===== config.mk =====
export PLATFORM = sky130hd
export DESIGN_NAME = rational_arith_unit_top
export DESIGN_NICKNAME = d
export VERILOG_FILES = /design/src/rtl/rau_pkg.sv /design/src/rtl/rau_div.sv /design/src/rtl/rational_arith_unit_top.sv
export SDC_FILE = /design/constraint.sdc
export NUM_CORES = 2
export LEC_CHECK = 0
export BUFFER_PORTS_ARGS = -buffer_cell sky130_fd_sc_hd__buf_2
export CAP_MARGIN = 15
export CORE_ASPECT_RATIO = 1.5
export CORE_MARGIN = 2
export CORE_UTILIZATION = 65
export DETAILED_ROUTE_END_ITERATION = 10
export PLACE_DENSITY_LB_ADDON = 0.12
export RECOVER_POWER = 50
export SLEW_MARGIN = 20
export SYNTH_ARGS = -nofsm -noshare
export SYNTH_HDL_FRONTEND = slang
export SYNTH_SLANG_ARGS = --single-unit

===== constraint.sdc =====
create_clock -name clk_i -period 29.4 [get_ports clk_i]
set_input_delay 7.35 -clock clk_i [delete_from_list [all_inputs] [get_ports clk_i]]
set_output_delay 7.35 -clock clk_i [all_outputs]
set_load 0.005 [all_outputs]

===== src/rtl/rau_pkg.sv =====
// rau_pkg: types, constants and codes shared by the rational arithmetic unit
// no dependencies
`timescale 1ns / 1ps
package rau_pkg;

  localparam int unsigned Width = 32;
  localparam int unsigned MagW  = 2 * Width + 1;  // magnitude of a cross-product sum

  typedef enum logic [1:0] {
    ActAdd = 2'd0,
    ActMul = 2'd1,
    ActDiv = 2'd2
  } action_e;

  typedef enum logic [1:0] {
    StOk      = 2'd0,
    StZeroDen = 2'd1,
    StOvf     = 2'd2
  } status_e;

  typedef enum logic [3:0] {
    SIdle, SMul0, SMul1, SMul2, SSum, SGcdInit, SGcdDiv, SGcdStep,
    SRedNum, SRedDen, SCheck, SOut
  } state_e;

  typedef struct packed {
    logic [1:0]  action;
    logic [31:0] a_num;
    logic [31:0] a_den;
    logic [31:0] b_num;
    logic [31:0] b_den;
  } in_t;

  typedef struct packed {
    logic [31:0] res_num;
    logic [30:0] res_den;
    logic [1:0]  status;
  } out_t;

endpackage


===== src/rtl/rau_div.sv =====
// rau_div: restoring divider, one quotient bit per cycle, quotient and remainder
// depends on rau_pkg
`timescale 1ns / 1ps
module rau_div (
  input  logic                        clk_i,
  input  logic                        rst_ni,
  input  logic                        start_i,
  input  logic [rau_pkg::MagW-1:0]    dividend_i,
  input  logic [rau_pkg::MagW-1:0]    divisor_i,
  output logic                        done_o,
  output logic [rau_pkg::MagW-1:0]    quot_o,
  output logic [rau_pkg::MagW-1:0]    rem_o
);
  import rau_pkg::*;

  localparam int unsigned CntW = $clog2(MagW + 1);

  logic [MagW-1:0] quot_q, quot_d, rem_q, rem_d, dvs_q, dvs_d;
  logic [CntW-1:0] cnt_q, cnt_d;
  logic            busy_q, busy_d, done_q, done_d;
  logic [MagW:0]   trial;

  always_comb begin
    quot_d = quot_q;
    rem_d  = rem_q;
    dvs_d  = dvs_q;
    cnt_d  = cnt_q;
    busy_d = busy_q;
    done_d = 1'b0;
    trial  = '0;
    if (start_i) begin
      quot_d = dividend_i;
      rem_d  = '0;
      dvs_d  = divisor_i;
      cnt_d  = CntW'(MagW);
      busy_d = 1'b1;
    end else if (busy_q) begin
      trial = {rem_q, quot_q[MagW-1]} - {1'b0, dvs_q};
      if (!trial[MagW]) begin
        rem_d  = trial[MagW-1:0];
        quot_d = {quot_q[MagW-2:0], 1'b1};
      end else begin
        rem_d  = {rem_q[MagW-2:0], quot_q[MagW-1]};
        quot_d = {quot_q[MagW-2:0], 1'b0};
      end
      cnt_d = cnt_q - 1'b1;
      if (cnt_q == CntW'(1)) begin
        busy_d = 1'b0;
        done_d = 1'b1;
      end
    end
  end

  always_ff @(posedge clk_i or negedge rst_ni) begin
    if (!rst_ni) begin
      busy_q <= 1'b0;
      done_q <= 1'b0;
      cnt_q  <= '0;
    end else begin
      busy_q <= busy_d;
      done_q <= done_d;
      cnt_q  <= cnt_d;
    end
  end

  always_ff @(posedge clk_i) begin
    quot_q <= quot_d;
    rem_q  <= rem_d;
    dvs_q  <= dvs_d;
  end

  assign done_o = done_q;
  assign quot_o = quot_q;
  assign rem_o  = rem_q;
endmodule


===== src/rtl/rational_arith_unit_top.sv =====
// rational_arith_unit_top: sequencer around one shared multiplier and one divider
// depends on rau_pkg and rau_div
`timescale 1ns / 1ps
// Adds, multiplies or divides two fractions exactly and returns the result
// reduced by the Euclidean gcd, with a positive denominator and the sign on
// the numerator; zero comes out as 0/1. One item is in flight at a time and
// in_ready_o is low until its result beat is taken. Every Euclid step and
// each of the two reducing divisions runs the bit-serial divider, so the time
// per item grows with the number of Euclid steps; zero-denominator errors and
// zero results skip the divider, and too-wide results return an overflow status.
module rational_arith_unit_top (
  input  logic           clk_i,
  input  logic           rst_ni,
  input  logic           in_valid_i,
  output logic           in_ready_o,
  input  rau_pkg::in_t   in_data_i,
  output logic           out_valid_o,
  input  logic           out_ready_i,
  output rau_pkg::out_t  out_data_o
);
  import rau_pkg::*;

  state_e          state_q, state_d;
  logic [1:0]      act_q, act_d;
  logic [Width-1:0] an_q, ad_q, bn_q, bd_q, an_d, ad_d, bn_d, bd_d;   // magnitudes
  logic            ans_q, ads_q, bns_q, bds_q, ans_d, ads_d, bns_d, bds_d;
  logic [MagW-1:0] p0_q, p0_d, x_q, x_d, y_q, y_d, num_q, num_d, den_q, den_d;
  logic            p0s_q, p0s_d, nneg_q, nneg_d;
  out_t            out_q, out_d;

  // shared multiplier
  logic [Width-1:0]   mul_a, mul_b;
  logic [2*Width-1:0] mul_p;
  assign mul_p = mul_a * mul_b;

  // shared divider
  logic            div_start, div_done;
  logic [MagW-1:0] div_n, div_d, div_q, div_r;
  rau_div u_div (
    .clk_i, .rst_ni, .start_i(div_start), .dividend_i(div_n), .divisor_i(div_d),
    .done_o(div_done), .quot_o(div_q), .rem_o(div_r)
  );

  function automatic logic [Width-1:0] mag_of(logic [31:0] f);
    return f[Width-1] ? (Width)'(-f[Width-1:0]) : f[Width-1:0];
  endfunction

  logic            zero_err;
  logic            sgn_a, sgn_b;
  logic [MagW:0]   sum_diff;
  logic [MagW-1:0] limit;

  always_comb begin
    state_d = state_q;
    act_d = act_q;
    an_d = an_q; ad_d = ad_q; bn_d = bn_q; bd_d = bd_q;
    ans_d = ans_q; ads_d = ads_q; bns_d = bns_q; bds_d = bds_q;
    p0_d = p0_q; p0s_d = p0s_q; x_d = x_q; y_d = y_q;
    num_d = num_q; den_d = den_q; nneg_d = nneg_q;
    out_d = out_q;
    mul_a = '0; mul_b = '0;
    div_start = 1'b0; div_n = x_q; div_d = y_q;
    zero_err = 1'b0; sgn_a = 1'b0; sgn_b = 1'b0; sum_diff = '0;
    limit = MagW'(1) << (Width - 1);
    case (state_q)
      SIdle: begin
        if (in_valid_i) begin
          // the spare action code behaves as add
          act_d = ((in_data_i.action == ActMul) || (in_data_i.action == ActDiv))
                ? in_data_i.action : ActAdd;
          an_d = mag_of(in_data_i.a_num); ans_d = in_data_i.a_num[Width-1];
          ad_d = mag_of(in_data_i.a_den); ads_d = in_data_i.a_den[Width-1];
          bn_d = mag_of(in_data_i.b_num); bns_d = in_data_i.b_num[Width-1];
          bd_d = mag_of(in_data_i.b_den); bds_d = in_data_i.b_den[Width-1];
          zero_err = (in_data_i.a_den[Width-1:0] == '0)
                  || (in_data_i.b_den[Width-1:0] == '0)
                  || ((in_data_i.action == ActDiv) && (in_data_i.b_num[Width-1:0] == '0));
          if (zero_err) begin
            out_d = '{res_num: '0, res_den: '0, status: StZeroDen};
            state_d = SOut;
          end else begin
            state_d = SMul0;
          end
        end
      end
      // first product: an*bd (add, div) or an*bn (mul)
      SMul0: begin
        mul_a = an_q;
        mul_b = (act_q == ActMul) ? bn_q : bd_q;
        p0_d = MagW'(mul_p);
        p0s_d = ans_q ^ ((act_q == ActMul) ? bns_q : bds_q);
        state_d = SMul1;
      end
      // denominator: ad*bd, or ad*bn for divide
      SMul1: begin
        mul_a = ad_q;
        mul_b = (act_q == ActDiv) ? bn_q : bd_q;
        den_d = MagW'(mul_p);
        nneg_d = ads_q ^ ((act_q == ActDiv) ? bns_q : bds_q);  // den sign for now
        if (act_q == ActAdd) begin
          state_d = SMul2;
        end else begin
          num_d = p0_q;
          p0s_d = p0s_q;
          state_d = SSum;
        end
      end
      SMul2: begin
        mul_a = bn_q;
        mul_b = ad_q;
        x_d = MagW'(mul_p);   // second cross product
        state_d = SSum;
      end
      SSum: begin
        if (act_q == ActAdd) begin
          sgn_a = p0s_q && (p0_q != '0);
          sgn_b = (bns_q ^ ads_q) && (x_q != '0);
          if (sgn_a == sgn_b) begin
            num_d = p0_q + x_q; p0s_d = sgn_a;
          end else begin
            sum_diff = {1'b0, p0_q} - {1'b0, x_q};
            if (!sum_diff[MagW]) begin
              num_d = sum_diff[MagW-1:0]; p0s_d = sgn_a;
            end else begin
              num_d = x_q - p0_q; p0s_d = sgn_b;
            end
          end
        end
        state_d = SGcdInit;
      end
      SGcdInit: begin
        nneg_d = p0s_q ^ nneg_q;
        if (num_q == '0) begin
          out_d = '{res_num: '0, res_den: 31'd1, status: StOk};
          state_d = SOut;
        end else begin
          x_d = num_q;
          y_d = den_q;
          state_d = SGcdStep;
        end
      end
      SGcdStep: begin
        if (y_q == '0) begin
          div_n = num_q; div_d = x_q; div_start = 1'b1;   // x holds the gcd
          state_d = SRedNum;
        end else begin
          div_start = 1'b1;
          state_d = SGcdDiv;
        end
      end
      SGcdDiv: begin
        if (div_done) begin
          x_d = y_q;
          y_d = div_r;
          state_d = SGcdStep;
        end
      end
      SRedNum: begin
        if (div_done) begin
          num_d = div_q;
          div_n = den_q; div_d = x_q; div_start = 1'b1;
          state_d = SRedDen;
        end
      end
      SRedDen: begin
        if (div_done) begin
          den_d = div_q;
          state_d = SCheck;
        end
      end
      SCheck: begin
        if ((den_q > limit - 1'b1) || (num_q > (nneg_q ? limit : limit - 1'b1))) begin
          out_d = '{res_num: '0, res_den: '0, status: StOvf};
        end else begin
          out_d.res_num = nneg_q ? 32'(-num_q) : 32'(num_q);
          out_d.res_den = 31'(den_q);
          out_d.status  = StOk;
        end
        state_d = SOut;
      end
      SOut: begin
        if (out_ready_i) state_d = SIdle;
      end
      default: state_d = SIdle;
    endcase
  end

  always_ff @(posedge clk_i or negedge rst_ni) begin
    if (!rst_ni) begin
      state_q <= SIdle;
    end else begin
      state_q <= state_d;
    end
  end

  always_ff @(posedge clk_i) begin
    act_q <= act_d;
    an_q <= an_d; ad_q <= ad_d; bn_q <= bn_d; bd_q <= bd_d;
    ans_q <= ans_d; ads_q <= ads_d; bns_q <= bns_d; bds_q <= bds_d;
    p0_q <= p0_d; p0s_q <= p0s_d; x_q <= x_d; y_q <= y_d;
    num_q <= num_d; den_q <= den_d; nneg_q <= nneg_d;
    out_q <= out_d;
  end

  assign in_ready_o  = (state_q == SIdle);
  assign out_valid_o = (state_q == SOut);
  assign out_data_o  = out_q;
endmodule


**Word-level counts from Yosys, hierarchy flattened**

Index checks and enable logic that the tools add are counted.

- Bitwise operators: 4
- Multiplexer cells: 65
- Reductions and logical operators: 32
- Add/sub/neg operators: 10
- Eq/ne operators: 27
- $lt $le $gt $ge: 2
- Multiply operators: 1

Operator list:

| kind | number |
|---|---|
| two-way mux 65 bit | 20 |
| one-hot mux 65 bit (3 select lines) | 3 |
| one-hot mux 65 bit (2 select lines) | 4 |
| one-hot mux 32 bit (3 select lines) | 2 |
| negator 32 bit | 5 |
| logical NOT 65 bit | 2 |
| nonzero test 65 bit | 2 |
| two-way mux 32 bit | 4 |
| two-way mux 31 bit | 4 |
| logical NOT 32 bit | 3 |
| subtractor 64 x 65 -> 66 bit | 1 |
| subtractor 66 x 65 -> 66 bit | 1 |
| adder 64 x 65 -> 65 bit | 1 |
| > comparator 65 x 31 -> 1 bit (second input constant) | 1 |
| > comparator 65 x 32 -> 1 bit | 1 |
| subtractor 65 x 64 -> 65 bit | 1 |
| multiplier 32 x 32 -> 64 bit | 1 |
| one-hot mux 4 bit (12 select lines) | 1 |
| two-way mux 4 bit | 8 |
| == test 4 x 3 -> 1 bit (second input constant) | 4 |
| == test 4 bit (second input constant) | 4 |
| two-way mux 7 bit | 2 |
| two-way mux 1 bit | 13 |
| inequality test 2 x 1 -> 1 bit (second input constant) | 5 |
| other kinds (21) | 48 |

- Bits in registers: 733
- Word-level logic and storage cells: 171
- Output and inout port bits: 67
- Input port bits: 134

**Logic depth before layout (Yosys ltp)**

- Depth after elaboration: 6
- Mapped depth: 41

**By module**

Synthesis repeated with hierarchy kept, for this count alone.

- Cell total of the unflattened synthesis: 9416
- Area, all modules: 83901.7 sq um

Modules (own cells, without submodules):

| module | area each (sq um) | seq. area each (sq um) | instances | cells each |
|---|---|---|---|---|
| rational_arith_unit_top | 71795.1 | 15865.2 | 1 | 8171 |
| rau_div | 12106.6 | 5430.2 | 1 | 1245 |

**Least setup slack after synthesis**

Ideal clock, no wire load.

- Path type: input-to-reg
- Start: in in_data_i[39] in the netlist's numbering
- End: reg out_q (netlist bit out_data_o[0]), enable pin
- Setup slack: 16.190 ns
- Arrival: 12.734 ns
- Stages: 11
- Library setup time: 0.476 ns
- Buffers on the path: 0
- Path through: or4_4 -> or3_4 -> or4_4 -> or4_4 -> or4_4 -> inv_2 -> nand2_2 -> and4bb_1 -> o31a_2 -> nor3_2 -> nor3_2

- Word-level cells in the longest chain between the ends: 5

Ends and longest elaborated chain:

| element | line | text |
|---|---|---|
| from (decl) | rational_arith_unit_top.sv:16 | `input rau_pkg::in_t in_data_i,` |
| logical NOT 32 bit | rational_arith_unit_top.sv:77 | `\|\| ((in_data_i.action == ActDiv) && (in_data_i.b_num[Width-1:0] == '0));` |
| logical AND 1 bit | rational_arith_unit_top.sv:77 |  |
| logical OR 1 bit | rational_arith_unit_top.sv:77 |  |
| inequality test 2 x 1 -> 1 bit (no line) | - |  |
| AND reduction 4 bit (no line) | - |  |
| to (signal assigned) | rational_arith_unit_top.sv:202 | `out_q <= out_d;` |
| to (decl) | rational_arith_unit_top.sv:29 | `out_t out_q, out_d;` |

No other way between the ends.
A chain may end at the register's enable or synchronous reset.

**Worst setup path in the final report**

- Start: reg state_q[1]
- End: reg x_q[63], data pin

- Word-level cells in the longest chain between the ends: 4
- Elaborated cells on any way between the ends: 9
- Those cells by class: 1 x mul; 5 x eq/ne; 3 x mux

Ends and longest elaborated chain:

| element | line | text |
|---|---|---|
| from (decl) | rational_arith_unit_top.sv:23 | `state_e state_q, state_d;` |
| from (signal assigned) | rational_arith_unit_top.sv:190 | `state_q <= SIdle;` |
| from (signal assigned) | rational_arith_unit_top.sv:192 | `state_q <= state_d;` |
| == test 4 x 2 -> 1 bit or == test 4 x 1 -> 1 bit (tied branches) | rational_arith_unit_top.sv:65 | `case (state_q)` |
| one-hot mux 32 bit (3 select lines) | rational_arith_unit_top.sv:65 |  |
| multiplier 32 x 32 -> 64 bit | rational_arith_unit_top.sv:34 | `assign mul_p = mul_a * mul_b;` |
| one-hot mux 65 bit (3 select lines) (*) | rational_arith_unit_top.sv:65 |  |
| net x_d[63] | rational_arith_unit_top.sv:27 | `logic [MagW-1:0] p0_q, p0_d, x_q, x_d, y_q, y_d, num_q, num_d, den_q, den_d;` |
| to (signal assigned) | rational_arith_unit_top.sv:200 | `p0_q <= p0_d; p0s_q <= p0s_d; x_q <= x_d; y_q <= y_d;` |
| to (decl) | rational_arith_unit_top.sv:27 |  |

Mark *: on every way through the listed nets, which the timed path passes. The rest lies on a longest branch.

==> results.ini <==
[floorplan]
die_y_um = 442
die_x_um = 296
row_count = 160
start_util = 0.656
die_area_um2 = 131000
core_area_um2 = 127000
ios = 201

[routing]
ant_nets = 0
avgViaCountPerCell = 6.92
drtIter0Drc = 9645
firstDrtPassIters = 7
wl_per_cell_um = 30.9
wirelength_um = 343000
vias = 76714
drc_errors = 0

[timing]
setup_ws_ns = 11.94
finalMaxSlewViolations = 1257
final-hold-violation-count = 0
fmax_mhz = 57.3
slew_headroom = -4.39
skew_ns = 0.0562
holdWs_ns = 0.523
period_share = 0.594
finalSetupViolations = 0
rsz0062_at_grt = false
min_period_ns = 17.46
worst_slew_pin_slew_ns = 8.09
fin_setup_tns_ns = 0

[finish]
final_nets = 10915
syn2layout_area_growth_pct = 6.10
nFillCells = 9571
drive_above_1_share = 0.0687

[synth]
synth_top_family_by_area = adder cells
synth_seq_area_share = 0.256
muxShareOfSynthArea = 0.0175
synth_area_leaders = edfxtp_1, fa_1, ha_1, inv_1, nand2_1
yosysMostFrequentCell = inv_1
synth_compound_area_frac = 0.159
yosys-top-cells-count = inv_1, nand2_1, nor2_1, fa_1, edfxtp_1
synthAdderAreaFrac = 0.300
synth_top_cell_by_area = edfxtp_1
synthSimpleGateAreaFrac = 0.150
ys_types = 96
synth-seq-cells = 733
syn_avg_cell_area_um2 = 8.82
synth_xor_area_frac = 0.0356
yosys_warnings = 0
synth-edff-count = 655
synth_top_area_share = 0.236
synth_nets = 11037
yosys_most_used_dff = edfxtp_1
synth_cells = 9443
async_reset_ff_frac = 0.0177
syn_area_um2 = 83300

[clocking]
clock_path_buffers = 3
h-tree-depth = 3
clock_latency_ns = 0.75
cts_made_buffers = 74
cts_sinks = 733
clockRootBuffer = clkbuf_16
cts.hold.buffers_added = 0
cts_resized = 0
cts_setup_buffers = 0
clk_pin_slew_worst_paths_ns = 0.06
cts_tree = yes

[global_route]
grt_usage = 0.524
grt_pass1_wl_um = 500000
overflow = 0
antenna_found_initial = 16
grt_max_degree = 132
grt_pass1_vias = 78930

[worst_hold_path]
min_path_type = reg2reg

[run]
maxCapViolCount = 24

[placed_design]
port_buffers = 200
dpl.hpwl_um = 262000
place_ws_ns = 17.40
place_congestion = 1.12

[setup_path]
start_kind = flop
path_buf_inv = 6
cpMaxStageDelayCell = clkinvlp_2
worstSetupPathType = reg2reg
cp.required_ns = 29.82
path_common_cell = fa_1
worst-path-max-fanout = 57
worstSetupEndpointType = flop
worst_path_largest_cell_delay_ns = 3.07
cp_top_family = buffers and inverters
arrival_ns = 17.88

[status]
violations = max-capacitance violations, max-slew violations
status = finished, violations left

-- final timing paths --
path	from	end	slack, ns	depth (start not counted)
max in group asynchronous	rst_ni	u_div.busy_q	22.19	1
max	state_q[1]	x_q[63]	11.94	32
min	u_div.rem_o[37]	u_div.rem_o[37]	0.52	2
min in group asynchronous	rst_ni	state_q[3]	6.68	1
max reg2reg	state_q[1]	x_q[63]	11.94	32
min reg2reg	u_div.rem_o[37]	u_div.rem_o[37]	0.52	2
-- area by class of cell --
| cell class | count | area (um2) | area share |
|---|---|---|---|
| diodes | 11 | 27.5 | 0.000312 |
| clock buffers | 95 | 2040 | 0.0231 |
| clock inverters | 39 | 566 | 0.00640 |
| inverters | 1243 | 4670 | 0.0528 |
| multi-input cells | 6929 | 55700 | 0.630 |
| flip-flops and latches | 733 | 21300 | 0.241 |
| well taps | 1701 | 2130 | 0.0241 |
| repair buffers | 340 | 1960 | 0.0222 |
-- cells in the final DEF, fill, tap and decap left out, drive strengths merged, types with 93 or more instances in the layout --
cell type	Yosys	routed
nor4	104	104
a31oi	113	113
nand4	103	103
a22oi	150	150
nor2	963	963
fa	900	900
xnor2	242	242
o21ai	629	629
xor2	97	97
clkbuf	498	120
a21oi	584	584
buf	37	315
nor3	93	93
nand2	1138	1138
edfxtp	655	655
inv	1240	1247
a21o	139	139
ha	560	560
-- metrics by stage --
stage | std cells | instance area (um2) | util
final | 11091 | 88400 | 0.696
after global routing | 11083 | 88300 | 0.696
after CTS | 11078 | 88500 | 0.697
after detailed placement | 10944 | 85800 | 0.676
after global placement | 10944 | 85800 | 0.676
after floorplan | 9443 | 83300 | -
-- worst min-delay path: cells and delay by family, from the launching register on --
family          cells  cell delay (ns)
compound gates      1             0.06
simple gates        1             0.07
flops               1             0.34
-- sequential cells by signal, summed over array words and instances (netlist names), 32 cells and up --
signal	count
den_q	65
num_q	65
out_data_o	65
u_div.dvs_q	65
u_div.quot_o	65
u_div.rem_o	65
x_q	65
y_q	65
p0_q	64
ad_q	32
an_q	32
bd_q	32
bn_q	32
-- metal layers --
metal / track usage / wire (um)
met5: 0 / 36
met3: 0.163 / 41500
met1: 0.541 / 102000
met4: 0.568 / 48900
met2: 0.802 / 151000
-- cell families (layout without fill, tap and decap cells) --
logic type / count (synthesis) / count (layout)
AND/OR/NAND/NOR: 2849 / 2849
other: 0 / 11
adder cells (fa/ha/maj): 1460 / 1460
AO/OA/AOI/OAI: 2145 / 2145
multiplexers: 136 / 136
XOR/XNOR: 339 / 339
buffers and inverters: 1781 / 1717
flip-flops: 733 / 733
Power is not shown: default switching activity piles up to over one toggle a cycle in this logic, so the estimate is an artifact.
